**src/sv/mftt_pkg.sv**
```systemverilog
// Shared constants and types for the motor feedback turn tracker.
// No dependencies; used by the core and its checker.
`default_nettype none

package mftt_pkg;

  localparam int MOTOR_COUNT_DEF = 4;

  localparam int ID_W     = 11;
  localparam int BYTE_W   = 8;
  localparam int WORD_W   = 16;
  localparam int TURN_W   = 32;
  localparam int MIDX_W   = 2;
  localparam int CFG_DW   = 16;
  localparam int CFG_IW   = 1;

  localparam logic [ID_W-1:0]   BASE_ID_RST   = 11'h201;
  localparam logic [WORD_W-1:0] WRAP_THR_RST  = 16'd5460;

  localparam logic [CFG_IW-1:0] CFG_IDX_BASE_ID  = 1'b0;
  localparam logic [CFG_IW-1:0] CFG_IDX_WRAP_THR = 1'b1;

  typedef struct packed {
    logic [ID_W-1:0]   frame_identifier;
    logic [BYTE_W-1:0] payload_byte0;
    logic [BYTE_W-1:0] payload_byte1;
    logic [BYTE_W-1:0] payload_byte2;
    logic [BYTE_W-1:0] payload_byte3;
  } in_word_t;

endpackage

`default_nettype wire

```
**src/sv/motor_feedback_turn_tracker_core.sv**
```systemverilog
// Turn tracker core: decodes motor feedback frames and keeps per-motor state.
// Depends on mftt_pkg for widths, reset values and register indexes.
//
// Usage. A word on the input channel is one received frame: its 11-bit
// identifier and the first four payload bytes. Each accepted word gives
// exactly one word on the result channel. A frame whose identifier lies in
// the window of MOTOR_COUNT identifiers starting at the base identifier
// updates that motor's speed, angle and turn count; any other frame gives
// an all-zero result and leaves the state alone.
// A word passes through the input register, then the state update and the
// result register. Throughput is one word per cycle while the receiver
// takes results, set by the single read-modify-write of the per-motor
// registers between the two stages.
// When the receiver stalls, the result register holds its word and the
// input register can still take one further word; the input stalls only
// while both stages are full. Reset clears both stages, all per-motor
// state to zero and the two configuration registers to their defaults.
// The user must write configuration through cfg_we, cfg_index and cfg_data
// only while the block is idle; the block itself does not enforce this.
`default_nettype none

module motor_feedback_turn_tracker_core #(
  parameter int MOTOR_COUNT = mftt_pkg::MOTOR_COUNT_DEF
) (
  input  wire logic                              clk,
  input  wire logic                              rst_n,

  input  wire logic                              cfg_we,
  input  wire logic [mftt_pkg::CFG_IW-1:0]       cfg_index,
  input  wire logic [mftt_pkg::CFG_DW-1:0]       cfg_data,

  input  wire logic                              in_valid,
  output logic                                   in_ready,
  input  wire logic [mftt_pkg::ID_W-1:0]         in_frame_identifier,
  input  wire logic [mftt_pkg::BYTE_W-1:0]       in_payload_byte0,
  input  wire logic [mftt_pkg::BYTE_W-1:0]       in_payload_byte1,
  input  wire logic [mftt_pkg::BYTE_W-1:0]       in_payload_byte2,
  input  wire logic [mftt_pkg::BYTE_W-1:0]       in_payload_byte3,

  output logic                                   out_valid,
  input  wire logic                              out_ready,
  output logic                                   out_matched,
  output logic [mftt_pkg::MIDX_W-1:0]            out_motor_index,
  output logic signed [mftt_pkg::WORD_W-1:0]     out_speed_value,
  output logic [mftt_pkg::WORD_W-1:0]            out_angle_value,
  output logic signed [mftt_pkg::TURN_W-1:0]     out_turn_count
);

  localparam int IDX_W  = (MOTOR_COUNT > 1) ? $clog2(MOTOR_COUNT) : 1;
  localparam int ID_W   = mftt_pkg::ID_W;
  localparam int WORD_W = mftt_pkg::WORD_W;
  localparam int TURN_W = mftt_pkg::TURN_W;
  localparam int MIDX_W = mftt_pkg::MIDX_W;

  logic [ID_W-1:0]   base_id_r;
  logic [WORD_W-1:0] wrap_thr_r;

  logic                 s1_valid_r;
  mftt_pkg::in_word_t   s1_word_r;

  logic [WORD_W-1:0] speed_r [MOTOR_COUNT];
  logic [WORD_W-1:0] angle_r [MOTOR_COUNT];
  logic [TURN_W-1:0] turns_r [MOTOR_COUNT];

  logic                      out_valid_r;
  logic                      out_matched_r;
  logic [MIDX_W-1:0]         out_midx_r;
  logic [WORD_W-1:0]         out_speed_r;
  logic [WORD_W-1:0]         out_angle_r;
  logic [TURN_W-1:0]         out_turns_r;

  logic              s1_move;
  logic [ID_W:0]     offset;
  logic              hit;
  logic [IDX_W-1:0]  midx;
  logic [IDX_W+MIDX_W-1:0] midx_ext;
  logic [WORD_W-1:0] new_speed;
  logic [WORD_W-1:0] new_angle;
  logic signed [WORD_W:0] diff;
  logic signed [WORD_W:0] thr_pos;
  logic signed [WORD_W:0] thr_neg;
  logic [TURN_W-1:0] turns_nxt;

  assign s1_move  = s1_valid_r && (!out_valid_r || out_ready);
  assign in_ready = !s1_valid_r || s1_move;

  always_comb begin
    offset    = {1'b0, s1_word_r.frame_identifier} - {1'b0, base_id_r};
    hit       = !offset[ID_W] && (offset[ID_W-1:0] < ID_W'(MOTOR_COUNT));
    midx      = offset[IDX_W-1:0];
    midx_ext  = {{MIDX_W{1'b0}}, midx};
    new_speed = {s1_word_r.payload_byte2, s1_word_r.payload_byte3};
    new_angle = {s1_word_r.payload_byte0, s1_word_r.payload_byte1};
    diff      = $signed({1'b0, angle_r[midx]}) - $signed({1'b0, new_angle});
    thr_pos   = $signed({1'b0, wrap_thr_r});
    thr_neg   = -thr_pos;
    turns_nxt = turns_r[midx];
    if (diff > thr_pos) begin
      turns_nxt = turns_r[midx] + TURN_W'(1);
    end else if (diff < thr_neg) begin
      turns_nxt = turns_r[midx] - TURN_W'(1);
    end
  end

  always_ff @(posedge clk) begin
    if (!rst_n) begin
      base_id_r  <= mftt_pkg::BASE_ID_RST;
      wrap_thr_r <= mftt_pkg::WRAP_THR_RST;
    end else if (cfg_we) begin
      case (cfg_index)
        mftt_pkg::CFG_IDX_BASE_ID:  base_id_r  <= cfg_data[ID_W-1:0];
        mftt_pkg::CFG_IDX_WRAP_THR: wrap_thr_r <= cfg_data[WORD_W-1:0];
        default: ;
      endcase
    end
  end

  always_ff @(posedge clk) begin
    if (!rst_n) begin
      s1_valid_r <= 1'b0;
    end else if (in_ready) begin
      s1_valid_r <= in_valid;
    end
  end

  always_ff @(posedge clk) begin
    if (in_ready && in_valid) begin
      s1_word_r.frame_identifier <= in_frame_identifier;
      s1_word_r.payload_byte0    <= in_payload_byte0;
      s1_word_r.payload_byte1    <= in_payload_byte1;
      s1_word_r.payload_byte2    <= in_payload_byte2;
      s1_word_r.payload_byte3    <= in_payload_byte3;
    end
  end

  always_ff @(posedge clk) begin
    if (!rst_n) begin
      for (int i = 0; i < MOTOR_COUNT; i++) begin
        speed_r[i] <= '0;
        angle_r[i] <= '0;
        turns_r[i] <= '0;
      end
    end else if (s1_move && hit) begin
      speed_r[midx] <= new_speed;
      angle_r[midx] <= new_angle;
      turns_r[midx] <= turns_nxt;
    end
  end

  always_ff @(posedge clk) begin
    if (!rst_n) begin
      out_valid_r <= 1'b0;
    end else if (s1_move) begin
      out_valid_r <= 1'b1;
    end else if (out_ready) begin
      out_valid_r <= 1'b0;
    end
  end

  always_ff @(posedge clk) begin
    if (s1_move) begin
      out_matched_r <= hit;
      out_midx_r    <= hit ? midx_ext[MIDX_W-1:0] : '0;
      out_speed_r   <= hit ? new_speed : '0;
      out_angle_r   <= hit ? new_angle : '0;
      out_turns_r   <= hit ? turns_nxt : '0;
    end
  end

  assign out_valid       = out_valid_r;
  assign out_matched     = out_matched_r;
  assign out_motor_index = out_midx_r;
  assign out_speed_value = $signed(out_speed_r);
  assign out_angle_value = out_angle_r;
  assign out_turn_count  = $signed(out_turns_r);

endmodule

`default_nettype wire

```
**config.mk**
```make
export PLATFORM = sky130hd
export DESIGN_NAME = motor_feedback_turn_tracker_core
export DESIGN_NICKNAME = d
export VERILOG_FILES = /design/src/sv/mftt_pkg.sv /design/src/sv/motor_feedback_turn_tracker_core.sv
export SDC_FILE = /design/constraint.sdc
export NUM_CORES = 1
export LEC_CHECK = 0
export BUFFER_PORTS_ARGS = -buffer_cell sky130_fd_sc_hd__buf_4
export CAP_MARGIN = 25
export CORE_ASPECT_RATIO = 0.9
export CORE_UTILIZATION = 60
export DETAILED_ROUTE_END_ITERATION = 10
export GPL_TIMING_DRIVEN = 0
export PLACE_DENSITY = 0.89
export SYNTH_ARGS = -nofsm -noshare
export SYNTH_HDL_FRONTEND = slang
export SYNTH_SLANG_ARGS = --single-unit
```
**constraint.sdc**
```tcl
create_clock -name clk -period 11.9 [get_ports clk]
set_input_delay 1.19 -clock clk [delete_from_list [all_inputs] [get_ports clk]]
set_output_delay 1.19 -clock clk [all_outputs]
set_load 0.01 [all_outputs]
```
==> results of run 1 <==
==> state kept, by name, summed over array words and instances (netlist names), 16 cells and up <==
signal / cells
new_angle: 16
wrap_thr_r: 16
out_turn_count: 32
out_angle_value: 16
angle_r: 64
out_speed_value: 16
new_speed: 16
turns_r: 128
==> power by group through the flow <==
stage	logic [mW]	clock network, mW	registers (mW)
2_1_floorplan	0.417	0	1.35
3_3_place_gp	0.573	0	1.35
3_5_place_dp	0.609	0	1.35
4_1_cts	0.616	1.05	1.33
5_1_grt	0.684	1.09	1.33
6_report	0.631	1.04	1.33
==> synth_stat cells (all sizes together), types with 4 or more instances <==
cell type	instances	area share [%]
inv	67	1.5
and4	6	0.32
nand2b	4	0.15
dfxtp	29	3.6
a21o	15	0.69
o21ai	16	0.49
nand4	17	0.65
nand3	25	0.80
nor4	10	0.42
nand2	93	2.1
edfxtp	302	56
and3b	7	0.38
a2111oi	5	0.28
o21a	5	0.23
clkbuf	44	1.0
buf	17	0.55
a21oi	48	1.5
o211a	4	0.25
a21boi	30	1.4
and3	33	1.3
xor2	12	0.65
and2	16	0.62
nor2b	10	0.38
a211oi	13	0.66
or4	6	0.30
nor2	194	4.6
a211o	4	0.22
o211ai	13	0.60
xnor2	24	1.3
nor3	94	2.9
or3	9	0.38
a32oi	7	0.38
a31oi	6	0.23
ha	58	4.5
mux4	47	6.5
o31ai	8	0.37
==> worst register-to-register path: cells and delay by family, from the launching register on <==
| family | cells | cell delay [ps] |
|---|---|---|
| XOR/XNOR | 1 | 210 |
| adder cells (fa/ha/maj) | 4 | 1310 |
| flip-flops | 1 | 370 |
| multiplexers | 1 | 400 |
| AND/OR/NAND/NOR | 5 | 910 |
| AO/OA/AOI/OAI | 10 | 3510 |
| buffers and inverters | 9 | 3260 |
==> stage by stage <==
step,setup TNS (ps),power [mW]
2_1_floorplan,0,1.77
3_3_place_gp,-32070,1.93
5_1_grt,0,3.10
4_1_cts,0,2.99
3_5_place_dp,0,1.96
6_report,0,3.00
==> worst paths after layout <==
| check | start | end | slack, ps | depth (start not counted) |
|---|---|---|---|---|
| setup / recovery | s1_word_r[32]$_DFFE_PP_ | turns_r[2][4]$_SDFFCE_PN0P_ | 1660 | 30 |
| hold / removal | base_id_r[10]$_SDFFE_PN0P_ | base_id_r[10]$_SDFFE_PN0P_ | 460 | 2 |
| setup reg to reg | s1_word_r[32]$_DFFE_PP_ | turns_r[2][4]$_SDFFCE_PN0P_ | 1660 | 30 |
| hold reg to reg | base_id_r[10]$_SDFFE_PN0P_ | base_id_r[10]$_SDFFE_PN0P_ | 460 | 2 |
==> routing by layer <==
metal | global-route usage (%) | vias to the layer above | wire length (microns)
li1 | - | 5364 | -
met1 | 41.0 | 5748 | 16100
met2 | 49.8 | 818 | 19600
met3 | 6.60 | 132 | 4700
met4 | 12.8 | 0 | 1460
met5 | 0 | - | 0
==> area by class of cell <==
| type | instances | area (sq um) |
|---|---|---|
| repair buffers | 143 | 1180 |
| clock buffers | 44 | 898 |
| inverters | 67 | 251 |
| multi-input cells | 873 | 6120 |
| fillers | 1701 | 7370 |
| flip-flops and latches | 331 | 9650 |
| well taps | 348 | 435 |
| plain buffers | 61 | 255 |
| clock inverters | 16 | 175 |
==> cells by family (layout without fill, tap and decap cells) <==
group,count (synthesis),count (layout)
simple gates,535,535
compound gates,191,191
flops,331,331
fa+ha+maj,60,60
buf+inv,128,331
xor+xnor,36,36
mux,51,51
==> flow_metrics.py, run 1 <==
metrics = {
    "run_status": {
        "outcome": "finished clean",
    },
    "power": {
        "irDropWorstVdd_mv": 0.118,
        "p_sw_mw": 0.875,
        "power-per-cell-area_nw_per_um2": 158,
        "p_int_mw": 2.13,
        "combPwrFrac_pct": 21.0,
        "p_leak_nw": 7.15,
        "clockPowerShare_pct": 34.8,
        "p_seq_share_pct": 44.2,
        "switching_share_pct": 29.1,
    },
    "worst_setup_path": {
        "critPathLaunchType": "register",
        "endpoint_kind": "register",
        "critPathArrivalTime_ps": 10500,
        "path_max_fanout": 10,
        "cp_top_family": "compound AO/OA/AOI/OAI gates",
        "path_common_cell": "clkbuf_1",
        "crit_type": "register to register",
        "path_buf_inv": 9,
        "cp_slowest_cell": "o31ai_1",
        "crit_path_max_incr_delay_ps": 670,
        "required_ps": 12160,
    },
    "layout": {
        "drive_gt1_share_pct": 17.4,
        "area_growth_pct": 16.8,
        "final_common_cell": "edfxtp_1",
        "fin_nets": 1636,
        "antenna_cells": 0,
        "stdcell_area_sq_um": 19000,
        "fin_cells": 1883,
        "final_cell_mix": "302 x edfxtp_1, 193 x nor2_1, 135 x buf_4",
        "final_core_util_pct": 72.0,
    },
    "synth": {
        "synth_top_family_by_area": "simple AND/OR/NAND/NOR gates",
        "synthMuxAreaShare_pct": 6.77,
        "synthCells": 1332,
        "synth_flop_cell": "edfxtp_1",
        "synth-edff-count": 302,
        "synth-xor-area-share_pct": 1.94,
        "syn_area_sq_um": 16300,
        "async_reset_ff_share_pct": 0,
        "synth_adder_area_share_pct": 4.71,
        "synth.distinct_cells": 73,
        "ys_ff_latch": 331,
        "ys_seq_area_share_pct": 59.4,
        "synth-compound-area-share_pct": 8.21,
        "yosys_warnings": 0,
        "synth.avg_cell_area_sq_um": 12.2,
        "synthSimpleGateAreaFrac_pct": 15.9,
        "syn_nets": 1457,
    },
    "floorplanning": {
        "num_rows": 56,
        "core_area_sq_um": 26300,
        "io_pins": 134,
        "start_util_pct": 61.7,
        "die_h_microns": 158,
        "die_area_sq_um": 27700,
        "die_x_microns": 175,
    },
    "timing": {
        "timing.final.max_slew_violations": 0,
        "slew_headroom_pct": 28.3,
        "holdWs_ps": 461,
        "rsz0062_at_grt": "false",
        "fin_worst_skew_ps": 39.5,
        "fin_crit_sh_pct": 86.1,
        "setup_viol": 0,
        "hold_viol_final": 0,
        "fin_ws_ps": 1660,
        "worst_pin_slew_ps": 1070,
        "max_freq_mhz": 97.6,
        "min_period_ps": 10240,
    },
    "cts": {
        "post-cts-setup-buffer-count": 0,
        "cts.sinks": 331,
        "clk-insertion-delay-late_ps": 550,
        "cts_buffers": 34,
        "path_clk_slew_ps": 60,
        "cts_root_buffer": "clkbuf_16",
        "ctsResizeCount": 0,
        "htreeDepth": 2,
        "cts.path.max_buffers": 3,
        "cts_hold_buf": 0,
        "cts_tree": "done",
    },
    "grt": {
        "grtUsageTotal_pct": 30.9,
        "grt-ovfl-total": 0,
        "grt_pass1_wl_mm": 65.0,
        "grt_antenna_before_repair": 1,
        "grt_max_degree": 35,
        "grt_pass1_vias": 12000,
    },
    "drt": {
        "routedWlPerCell_microns": 22.2,
        "firstDrtPassIters": 6,
        "wl_mm": 41.9,
        "antenna_left": 0,
        "vias_per_cell": 6.41,
        "drt_iter0_drc": 1444,
        "num_vias": 12100,
        "drc": 0,
    },
    "flow_run": {
        "drv_cap": 0,
    },
    "worst_hold_path": {
        "min_path_type": "register to register",
    },
    "place": {
        "gp_congestion": 0.967,
        "dp_hpwl_mm": 28.9,
        "pre_cts_ws_ps": 2040,
        "dpl.cell_count": 1823,
        "portBuffers": 133,
        "placed_area_sq_um": 17900,
    },
}
Power figures use the tool's default switching activity.
==> inputs of run 2 (changes only) <==
--- a/config.mk
+++ b/config.mk
@@ -8,10 +8,11 @@
 export BUFFER_PORTS_ARGS = -buffer_cell sky130_fd_sc_hd__buf_4
 export CAP_MARGIN = 25
 export CORE_ASPECT_RATIO = 0.9
-export CORE_UTILIZATION = 60
+export CORE_UTILIZATION = 62
+export CTS_BUF_LIST = sky130_fd_sc_hd__clkbuf_4
 export DETAILED_ROUTE_END_ITERATION = 10
 export GPL_TIMING_DRIVEN = 0
-export PLACE_DENSITY = 0.89
+export PLACE_DENSITY = 0.91
 export SYNTH_ARGS = -nofsm -noshare
 export SYNTH_HDL_FRONTEND = slang
 export SYNTH_SLANG_ARGS = --single-unit
==> run 2 against run 1 <==
- hold slack improved by 2.8 ps
- routed wire length rose by 2.5%
- final area fell by 0.29%
- power fell by 2.9%
- core utilization rose by 2.3 points
- largest cell class unchanged
- clock power fell by 8%
- first-iteration DRC count rose by 15%
- critical path depth did not move
- largest power group unchanged
- fmax rose by 0.48%
- global-route usage rose by 1.7 points
- critical endpoint is now turns_r[2][30]$_SDFFCE_PN0P_
- final cell count rose by 3.7%
==> flow_metrics.py, run 2 (synthesis gave the netlist of run 1 again) <==
metrics = {
    "layout": {
        "fillers": 1606,
        "largest_reg_flops": 128,
        "stdcell_area_sq_um": 18900,
        "fin_cells": 1953,
        "fin_nets": 1684,
        "drive_gt1_share_pct": 21.4,
        "multiInputGateArea_sq_um": 6120,
        "final_cell_mix": "302 x edfxtp_1, 193 x nor2_1, 135 x buf_4",
        "regMostFlops": "turns_r",
        "seqCellArea_sq_um": 9650,
        "final_common_cell": "edfxtp_1",
        "area_growth_pct": 16.4,
    },
    "cts": {
        "ctsResizeCount": 0,
        "cts_buffers": 82,
        "cts.path.max_buffers": 3,
        "cts.sinks": 331,
        "post-cts-setup-buffer-count": 0,
        "cts_root_buffer": "clkbuf_4",
        "cts_hold_buf": 0,
        "htreeDepth": 3,
        "clk-insertion-delay-late_ps": 780,
        "cts_tree": "done",
        "path_clk_slew_ps": 70,
    },
    "drt": {
        "firstDrtPassIters": 6,
        "drt_iter0_drc": 1664,
        "routedWlPerCell_microns": 22.0,
        "antenna_left": 0,
        "vias_per_cell": 6.38,
        "drc": 0,
        "num_vias": 12500,
        "wl_mm": 42.9,
    },
    "timing": {
        "fin_crit_sh_pct": 85.6,
        "hold_viol_final": 0,
        "worst_pin_slew_ps": 1010,
        "slew_headroom_pct": 32.6,
        "holdWs_ps": 464,
        "fin_worst_skew_ps": 73.9,
        "max_freq_mhz": 98.1,
        "min_period_ps": 10190,
        "setup_viol": 0,
        "timing.final.max_slew_violations": 0,
        "rsz0062_at_grt": "false",
    },
    "worst_setup_path": {
        "path_max_fanout": 10,
        "cp_slowest_cell": "o31ai_1",
        "critPathLaunchType": "register",
        "r2r_cells": 30,
        "path_common_cell": "clkbuf_1",
        "r2r-start": "s1_word_r[32]$_DFFE_PP_",
        "r2r-end": "turns_r[2][30]$_SDFFCE_PN0P_",
        "endpoint_kind": "register",
        "critPathArrivalTime_ps": 10650,
        "r2r_setup_slack_ps": 1710,
        "crit_path_max_incr_delay_ps": 650,
        "required_ps": 12350,
        "crit_type": "register to register",
    },
    "floorplanning": {
        "die_area_sq_um": 26900,
        "num_rows": 55,
        "io_pins": 134,
        "die_x_microns": 173,
        "die_h_microns": 156,
        "core_area_sq_um": 25500,
        "start_util_pct": 63.8,
    },
    "power": {
        "p_int_mw": 2.02,
        "p_leak_nw": 7.24,
        "p_seq_share_pct": 45.6,
        "switching_share_pct": 30.6,
        "combPwrFrac_pct": 21.8,
        "p_sw_mw": 0.893,
        "clockPowerShare_pct": 32.7,
        "irDropWorstVdd_mv": 0.144,
        "power-per-cell-area_nw_per_um2": 154,
    },
    "worst_hold_path": {
        "min_path_cells": 2,
        "min_path_type": "register to register",
        "hold_start": "base_id_r[4]$_SDFFE_PN0P_",
        "hold_path_end": "base_id_r[4]$_SDFFE_PN0P_",
    },
    "grt": {
        "grt_pass1_wl_mm": 66.6,
        "grt_pass1_vias": 12300,
        "grt_antenna_before_repair": 2,
        "grt_max_degree": 36,
        "grtUsageTotal_pct": 32.6,
        "grt-ovfl-total": 0,
    },
    "place": {
        "placed_area_sq_um": 17900,
        "portBuffers": 133,
        "gp_congestion": 0.958,
        "dpl.cell_count": 1817,
        "dp_hpwl_mm": 29.0,
    },
    "run_status": {
        "outcome": "finished clean",
    },
    "flow_run": {
        "drv_cap": 0,
    },
}
-- run 2: cell count changes in the layout (fill, tap and decap cells not counted) --
cell       delta
buf_16        +1
clkbuf_8      -1
clkbuf_1      -9
clkbuf_16    -34
clkinv_1      +6
diode_2       +1
inv_6         +1
clkinv_2      +1
clkbuf_4    +112
buf_8         -1
inv_16        -1
clkinv_4      +1
clkinv_16     -1
-- run 2: metal layers --
metal	part of all wire, %	track usage, %
met1	38	42.5
met2	46	51.8
met3	12	8.41
met4	3.9	14.9
met5	0	0
-- run 2: layout make-up --
cell class | instances | share of cell area [%]
flip-flops and latches | 331 | 51.0
multi-input cells | 873 | 32.4
repair buffers | 143 | 6.32
clock buffers | 112 | 4.44
well taps | 342 | 2.26
plain buffers | 61 | 1.35
inverters | 67 | 1.33
clock inverters | 23 | 0.899
diodes | 1 | 0.0132
-- run 2: power by group through the flow --
stage | logic, mW | registers, mW | clock network, mW
floorplan | 0.417 | 1.35 | 0
global placement | 0.575 | 1.35 | 0
detailed placement | 0.610 | 1.35 | 0
CTS | 0.618 | 1.33 | 0.959
global route | 0.686 | 1.33 | 1.01
finish | 0.635 | 1.33 | 0.953
-- run 2: worst max path at each step --
stage	endpoint	start	cells after the start	slack, ps
2_1_floorplan	angle_r[3][0]$_DFFE_PP_	out_ready	4	3230
4_1_cts	out_turn_count[21]$_SDFFCE_PP0P_	s1_word_r[32]$_DFFE_PP_	30	2050
6_report	turns_r[2][30]$_SDFFCE_PN0P_	s1_word_r[32]$_DFFE_PP_	30	1710
5_1_grt	turns_r[0][4]$_SDFFCE_PN0P_	s1_word_r[32]$_DFFE_PP_	30	1190
3_5_place_dp	out_turn_count[4]$_SDFFCE_PP0P_	s1_word_r[32]$_DFFE_PP_	30	2110
3_3_place_gp	turns_r[3][6]$_DFFE_PP_	out_ready	5	-570
-- run 2: metrics by stage --
stage / utilization (%) / power, mW / setup WS [ps] / setup TNS, ps
detailed placement: 70.3 / 1.96 / 2110 / 0
finish: 74.3 / 2.92 / 1710 / 0
global route: 74.3 / 3.03 / 1190 / 0
floorplan: - / 1.77 / 3230 / 0
global placement: 69.4 / 1.93 / -570 / -27140
CTS: 74.3 / 2.91 / 2050 / 0
-- run 2: critical path, delay by kind of cell (launching register included) --
family / cells / cell delay [ps]
buffers and inverters: 9 / 3440
XOR/XNOR: 2 / 700
adder cells (fa/ha/maj): 4 / 1320
flip-flops: 1 / 370
AO/OA/AOI/OAI: 10 / 3020
AND/OR/NAND/NOR: 4 / 660
multiplexers: 1 / 410
